### src/hdl/pcr_pkg.sv
// Shared widths, types and helper functions for the particle contact resolver.
package pcr_pkg;

  // Component format: signed fixed point with 12 fraction bits
  localparam int CW     = 21;
  localparam int VW     = 3 * CW;
  localparam int FRAC   = 12;
  localparam int IM_W   = 16;
  localparam int TOT_W  = IM_W + 1;
  localparam int REST_W = 13;
  localparam int ST_W   = 16;
  localparam int PEN_W  = 21;
  localparam int QP_W   = PEN_W - 1;

  // Datapath widths
  localparam int PROD_W = 2 * CW + 1;        // (va - vb) * n
  localparam int SEP_W  = PROD_W + 2;        // sum of three products
  localparam int WIDE_W = 64;                // restitution / acceleration terms
  localparam int DEL_W  = 2 * CW - 8;        // velocity change, always >= 0
  localparam int QW     = DEL_W;             // quotient bits
  localparam int DVD_W  = DEL_W + IM_W;      // dividend
  localparam int MV_W   = CW + QW + 1;       // n * velocity share
  localparam int MP_W   = CW + QP_W + 1;     // n * penetration share
  localparam int RV_W   = MV_W - FRAC;
  localparam int RP_W   = MP_W - FRAC;
  localparam int SAT_W  = RV_W + 2;

  // Pipeline depth: nine front stages, one per quotient bit, three back stages
  localparam int DIV_N  = QW;
  localparam int NST    = 9 + DIV_N + 3;
  localparam int SIDE_N = NST - 1;
  localparam int CTL_N  = 9;

  localparam logic [ST_W-1:0] STEP_TIME_RST = ST_W'(68);

  // Register byte address
  localparam logic [1:0] ADDR_STEP_TIME = 2'd0;

  typedef logic signed [CW-1:0] comp_t;
  typedef logic [VW-1:0]        vec_t;

  // Operands carried alongside the arithmetic
  typedef struct packed {
    vec_t va;
    vec_t vb;
    vec_t pa;
    vec_t pb;
    vec_t nrm;
    logic act_v;
    logic act_p;
  } side_t;

  // Scalar operands of the front stages
  typedef struct packed {
    logic [IM_W-1:0]   ima;
    logic [IM_W-1:0]   imb;
    logic [TOT_W-1:0]  tot;
    logic [REST_W-1:0] rest;
    logic [QP_W-1:0]   pen_pos;
  } ctl_t;

  typedef struct packed {
    vec_t nva;
    vec_t nvb;
    vec_t npa;
    vec_t npb;
    vec_t ma;
    vec_t mb;
  } res_t;

  localparam logic signed [SAT_W-1:0] SAT_HI = SAT_W'((64'sd1 <<< (CW - 1)) - 64'sd1);
  localparam logic signed [SAT_W-1:0] SAT_LO = -SAT_HI - SAT_W'(1);

  // Extract component k of a packed vector
  function automatic comp_t get_c(input vec_t v, input int unsigned k);
    return comp_t'(v[k*CW +: CW]);
  endfunction

  // Saturate to the component range
  function automatic comp_t sat_c(input logic signed [SAT_W-1:0] v);
    comp_t r;
    if (v > SAT_HI) begin
      r = comp_t'(SAT_HI);
    end else if (v < SAT_LO) begin
      r = comp_t'(SAT_LO);
    end else begin
      r = comp_t'(v);
    end
    return r;
  endfunction

endpackage

### src/hdl/pcr_div.sv
// Pipelined restoring divider, one quotient bit per stage.
module pcr_div (
  input  logic                       clk,
  input  logic                       en,
  input  logic [pcr_pkg::DVD_W-1:0]  dvd_i,
  input  logic [pcr_pkg::TOT_W-1:0]  dvs_i,
  output logic [pcr_pkg::QW-1:0]     quo_o
);
  import pcr_pkg::*;

  logic [TOT_W-1:0] rem_r   [DIV_N];
  logic [QW-1:0]    low_r   [DIV_N];
  logic [TOT_W-1:0] dvs_r   [DIV_N];
  logic [QW-1:0]    q_r     [DIV_N];
  logic [TOT_W-1:0] rem_nxt [DIV_N];
  logic [QW-1:0]    low_nxt [DIV_N];
  logic [TOT_W-1:0] dvs_nxt [DIV_N];
  logic [QW-1:0]    q_nxt   [DIV_N];

  // One compare and subtract per stage
  always_comb begin
    logic [TOT_W-1:0] rem_in;
    logic [QW-1:0]    low_in;
    logic [TOT_W-1:0] dvs_in;
    logic [QW-1:0]    q_in;
    logic [TOT_W:0]   t;
    logic             ge;
    for (int j = 0; j < DIV_N; j++) begin
      if (j == 0) begin
        rem_in = TOT_W'(dvd_i[DVD_W-1:QW]);
        low_in = dvd_i[QW-1:0];
        dvs_in = dvs_i;
        q_in   = '0;
      end else begin
        rem_in = rem_r[j-1];
        low_in = low_r[j-1];
        dvs_in = dvs_r[j-1];
        q_in   = q_r[j-1];
      end
      t  = {rem_in, low_in[QW-1]};
      ge = (t >= {1'b0, dvs_in});
      rem_nxt[j] = ge ? TOT_W'(t - {1'b0, dvs_in}) : TOT_W'(t);
      low_nxt[j] = {low_in[QW-2:0], 1'b0};
      dvs_nxt[j] = dvs_in;
      q_nxt[j]   = {q_in[QW-2:0], ge};
    end
  end

  always_ff @(posedge clk) begin
    if (en) begin
      for (int j = 0; j < DIV_N; j++) begin
        rem_r[j] <= rem_nxt[j];
        low_r[j] <= low_nxt[j];
        dvs_r[j] <= dvs_nxt[j];
        q_r[j]   <= q_nxt[j];
      end
    end
  end

  assign quo_o = q_r[DIV_N-1];

endmodule

### config.mk
export PLATFORM = sky130hd
export DESIGN_NAME = pcr_div
export DESIGN_NICKNAME = d
export VERILOG_FILES = /design/src/hdl/pcr_pkg.sv /design/src/hdl/pcr_div.sv
export SDC_FILE = /design/constraint.sdc
export NUM_CORES = 2
export LEC_CHECK = 0
export BUFFER_PORTS_ARGS = -buffer_cell sky130_fd_sc_hd__buf_2
export CORE_MARGIN = 2
export CORE_UTILIZATION = 40
export CTS_CLUSTER_SIZE = 16
export DETAILED_ROUTE_END_ITERATION = 7
export GPL_ROUTABILITY_DRIVEN = 0
export SLEW_MARGIN = 30
export SYNTH_ARGS = -nofsm -noshare
export SYNTH_HDL_FRONTEND = slang
export SYNTH_SLANG_ARGS = --single-unit
export TNS_END_PERCENT = 100
### constraint.sdc
create_clock -name clk -period 5.2 [get_ports clk]
set_input_delay 0.52 -clock clk [delete_from_list [all_inputs] [get_ports clk]]
set_output_delay 0.52 -clock clk [all_outputs]
set_load 0.005 [all_outputs]
After elaboration in Yosys (flattened, before gate mapping)
Memory sizes are Yosys's and may differ from the RTL's.
Index checks and enable logic that the tools add are counted.
Widths: inputs -> output; s select.
{"block": "op_classes", "addsub": 34, "order_cmp": 34, "n_mux": 36}
{"cell": "$ge 18x17->1", "n": 33}
{"cell": "$mux 17", "n": 34}
{"cell": "$sub 17x17->17", "n": 34}
{"cell": "$ge 17x17->1", "n": 1}
{"cell": "$mux 1", "n": 2}
{"block": "word_totals", "ff_bits": 0, "mem_bits_rw": 3434, "inputBits": 69, "output_inout_bits": 34, "n_memories": 4}
{"memory": "q_r", "depth": 34, "width": 34, "rd": 34, "rd_clocked_by_memory_dff": 0, "write_ports": 34, "line_no": "pcr_div.sv:14", "text": "logic [QW-1:0] q_r [DIV_N];"}
{"memory": "low_r", "depth": 34, "width": 33, "rd": 33, "rd_clocked_by_memory_dff": 0, "write_ports": 34, "line_no": "pcr_div.sv:12", "text": "logic [QW-1:0] low_r [DIV_N];"}
{"memory": "dvs_r", "depth": 34, "width": 17, "rd": 33, "rd_clocked_by_memory_dff": 0, "write_ports": 34, "line_no": "pcr_div.sv:13", "text": "logic [TOT_W-1:0] dvs_r [DIV_N];"}
{"memory": "rem_r", "depth": 34, "width": 17, "rd": 33, "rd_clocked_by_memory_dff": 0, "write_ports": 34, "line_no": "pcr_div.sv:11", "text": "logic [TOT_W-1:0] rem_r [DIV_N];"}

Logic depth before layout (Yosys ltp)
An unclocked memory read counts as a cell.
{"block": "logic_depth", "depth_word": 3, "ltp_mapped": 14}

Worst setup path before layout
No wires, ideal clock.
{"block": "synth_timing", "path_type": "flip-flop to flip-flop", "from": "mem low_r[5][32] (netlist bit)", "to": "mem rem_r[6][10] (netlist bit), data pin", "setup_time_ns": 0.260, "arrival_ns": 3.052, "slack_ns": 1.888, "path_stages_with_launch": 14, "n_path_buf": 1, "cell_sequence": "edfxtp_1 -> inv_1 -> ha_1 -> inv_1 -> fa_1 -> a21oi_1 -> o22ai_1 -> o41ai_4 -> a21oi_1 -> nor3_1 -> nor2_1 -> a2111oi_4 -> buf_6 -> mux2_2"}
{"item": "start, declared", "line_no": "pcr_div.sv:12"}
{"item": "end, declared", "line_no": "pcr_div.sv:11"}

==> key figures <==
Pwr
  • Power per cell area: 590 nW/µm²
  • Clk pwr share: 25.5%
  • Power Internal: 46800 µW
  • LEAKAGE: 0.0448 µW
  • Switching share of power: 32.1%
  • Relative contribution of sequential cells to total power: 39.6%
  • Logic pwr share: 34.9%
  • Sum of internal, switching and leakage power: 68800 µW
  • Reported net switching power: 22100 µW
  • Largest voltage drop on the vdd net: 0.387 mV

GRT
  • Antenna violations before repair: 1
  • Global Route met1 Usage: 17.6%
  • Most heavily used metal layer in global routing: met2
  • Largest net degree at the start of global routing: 153
  • Wire length of the first global-routing pass: 295000 µm
  • Total gr overflow: 0
  • Total global routing track utilization: 13.9%
  • Global-route track usage on met3: 2.29%
  • Met2 demand-to-capacity share in global routing: 24.0%
  • Via count of the first global-routing pass: 56600

Clocking
  • H-tree Lvls: 4
  • Cts bufs inserted: 241
  • Number of gates given a new drive strength after cts: 0
  • TritonCTS clock tree: yes
  • Clock sink count: 2278
  • CTS clk-pin slew, worst paths: 60 ps
  • CTS root buffer: sky130_fd_sc_hd__clkbuf_16
  • Worst-case clock buffer depth: 3
  • Clock insertion delay at the later pin of the skew report: 890 ps

Detailed routing
  • Residual DRC: 0
  • Number of vias in the routed layout: 56600
  • Vias per std cell: 5.05
  • Count of TritonRoute iterations in the first routing pass: 6
  • First DRT Iteration DRCs: 3977
  • Average detailed-routed wire length per instance: 16.4 µm
  • Remaining antenna violation count after routing: 0
  • Total wire length after detailed routing: 184000 µm

Final layout
  • Final nets: 8298
  • Fraction of layout cells with a size suffix above 1: 11.6%
  • Signed area change from the synthesized netlist to the final layout: 13.9%
  • Fill cell total of the finished layout: 22000
  • Register area: 68400 µm²
  • Non-filler cells, final: 11200
  • Total area of multi-input combinational cells: 31000 µm²
  • Final Instance Area: 117000 µm²

Logic synthesis
  • Library cells used by synthesis: 82
  • Async set-or-reset flop fraction in the synthesized netlist: 0%
  • Count of flip-flops with a built-in enable after synthesis: 2278
  • Net count after synthesis: 7901
  • Number of warnings printed during yosys synthesis: 0
  • Synth Register Bits: 2278
  • Synthesized area divided by synthesized cell count: 14.2 µm²
  • Post-synthesis instance total: 7221
  • Post-Synthesis Cell Area: 102000 µm²
  • Seq/Total Area, Yosys: 66.8%
  • Primary FF master, synth: sky130_fd_sc_hd__edfxtp_1

STA
  • Setup violation total in the final timing report: 0
  • Final Critical Period: 3980 ps
  • Setup tns final: 0 ps
  • Final Hold Viols: 0
  • Unrepaired setup endpoints after global routing: no
  • Final period utilization: 76.6%
  • Rel. slew slack: 32.8%
  • Worst Max-Slew Pin Slew: 1010 ps
  • Maximum achievable frequency: 251 MHz
  • Setup Skew: 88.7 ps
  • Pins Over Slew Limit: 0

Floorplan
  • Placement Rows: 185
  • Die X: 510 µm
  • Chip height: 510 µm
  • Initial standard-cell utilization of the core: 40.2%
  • I/O pin cnt: 103
  • Core ar.: 254000 µm²
  • Die Footprint: 260000 µm²

Min path
  • Hold/Removal Path Class: in -> reg
  • Cell depth of the worst min-delay path: 1
  • Hold_sp: en
  • Endpoint with the worst hold slack: low_r[9][9]

Placed design
  • PortBufs: 102
  • Instance count after placement with tap cells included: 10700
  • Post-detail-place hpwl: 126000 µm
  • Instance area after placement: 108000 µm²

Setup path
  • Endpoint of the worst register-to-register path: rem_r[17][16]
  • Crit path capture type: flop
  • Flop2flop setup slack: 1220 ps
  • Length in cells of the worst reg-to-reg path: 13
  • Critical R2R Launch: low_r[16][32]
  • Kind of critical path: reg -> reg
  • Startpoint type of the worst setup path: flop
  • Data required, critical path: 5790 ps
  • Worst path arrival time: 4570 ps
  • Max Fanout on Critical Path: 13
  • Launching element of the worst setup path: low_r[16][32]

Job
  • Number of max-cap violations: 0

Run status
  • Result of the run: complete, no violations
sequential cells by signal, indices dropped and copies added (netlist names):
signal  count
q_r       595
dvs_r     561
low_r     561
rem_r     561
through the flow:
| stage | worst slack (ps) | hold WS (ps) | utilization [%] |
|---|---|---|---|
| floorplan | 1890 | 400 | - |
| global placement | 1250 | 400 | 42.3 |
| detailed placement | 1230 | 405 | 42.3 |
| CTS | 1170 | 163 | 45.8 |
| global route | 922 | 123 | 45.8 |
| finish | 1220 | 174 | 45.8 |
timing repair:
item | CTS | global route
setup endpoints to repair | 0 | 0
endpoints found under the hold margin | 67 | 0
hold buffers | 67 | 0
setup buffers | 0 | 0
logic make-up (layout without fill, tap and decap cells):
family | after synthesis | after routing | synth area share, %
flip-flops | 2278 | 2278 | 66.8
AO/OA/AOI/OAI | 1513 | 1513 | 9.43
AND/OR/NAND/NOR | 1257 | 1257 | 5.81
buffers and inverters | 812 | 1422 | 3.02
adder cells (fa/ha/maj) | 611 | 611 | 7.71
XOR/XNOR | 436 | 436 | 3.73
multiplexers | 314 | 314 | 3.47
other | 0 | 2 | 0
power groups by stage:
| stage | logic [µW] | registers, µW | clock network [µW] |
|---|---|---|---|
| after detailed placement | 23600 | 27700 | 0 |
| after global placement | 23000 | 27700 | 0 |
| final | 24000 | 27200 | 17600 |
| after floorplan | 18800 | 26600 | 0 |
| after CTS | 23900 | 27300 | 18200 |
| after global routing | 26800 | 27600 | 18900 |
synth_stat cells, drive strengths merged (11+ instances only):
cell type,count,area (µm²)
mux2i,28,280
xnor2,272,2380
nand2,351,1320
nand2b,62,388
ha,578,7230
a211oi,73,583
clkbuf,70,263
a21oi,453,2280
a21boi,15,113
fa,33,661
nand3,74,370
and3,45,282
xor2,164,1440
a221oi,12,118
a21o,194,1460
inv,729,2740
buf,13,91.3
mux2,286,3270
edfxtp,2278,68400
and4,21,184
and2,12,75.1
nor4,13,81.3
o21a,82,616
nor2,373,1400
nor3,104,526
a31oi,34,213
a311oi,11,96.3
o21bai,77,578
nor2b,51,319
o31ai,29,218
o41ai,21,203
o31a,21,184
or3,47,294
nand4,50,313
or2,25,156
o21ai,361,1810
o211ai,30,225
layout make-up:
| type | count | share of cell area, % |
|---|---|---|
| antenna | 2 | 0.00429 |
| clock buffer | 275 | 5.28 |
| clock inverter | 181 | 1.85 |
| inverter | 729 | 2.35 |
| multi-input combinational | 4131 | 26.6 |
| sequential | 2278 | 58.7 |
| tap | 3366 | 3.61 |
| timing repair buffer | 237 | 1.67 |
how the worst max path moves through the flow:
| stage | endpoint | slack [ps] | depth (start not counted) |
|---|---|---|---|
| 3_5_place_dp | rem_r[17][16] | 1230 | 13 |
| 2_1_floorplan | rem_r[6][10] | 1890 | 13 |
| 4_1_cts | rem_r[17][16] | 1170 | 13 |
| 3_3_place_gp | rem_r[17][16] | 1250 | 13 |
| 5_1_grt | rem_r[25][10] | 920 | 11 |
| 6_report | rem_r[17][16] | 1220 | 13 |
cells in the final DEF (no fill, tap or decap), drive strengths merged, types with 73 or more instances in the layout:
cell / count
a211oi: 73
a21o: 194
a21oi: 453
buf: 170
clkbuf: 275
clkinv: 119
edfxtp: 2278
ha: 578
inv: 732
mux2: 286
nand2: 351
nand3: 74
nor2: 373
nor3: 104
o21a: 82
o21ai: 361
o21bai: 77
xnor2: 272
xor2: 164
routing by layer:
layer,vias to the layer above,share of wire [%]
li1,27700,-
met1,27400,44
met2,1063,49
met3,378,3.7
met4,0,3.2
met5,-,0
worst max-delay path: stages (launching register included):
cell                       delay [ps]
sky130_fd_sc_hd__edfxtp_1         370
sky130_fd_sc_hd__inv_1             90
sky130_fd_sc_hd__ha_1             180
sky130_fd_sc_hd__inv_1             60
sky130_fd_sc_hd__fa_1             400
sky130_fd_sc_hd__a21o_1           210
sky130_fd_sc_hd__a221oi_2         290
sky130_fd_sc_hd__o311ai_2         220
sky130_fd_sc_hd__a31oi_1          210
sky130_fd_sc_hd__o21ai_1           90
sky130_fd_sc_hd__a21o_1           210
sky130_fd_sc_hd__a211oi_4         730
sky130_fd_sc_hd__buf_4            300
sky130_fd_sc_hd__mux2_2           350
No activity file was read; power rests on OpenSTA's default activity.
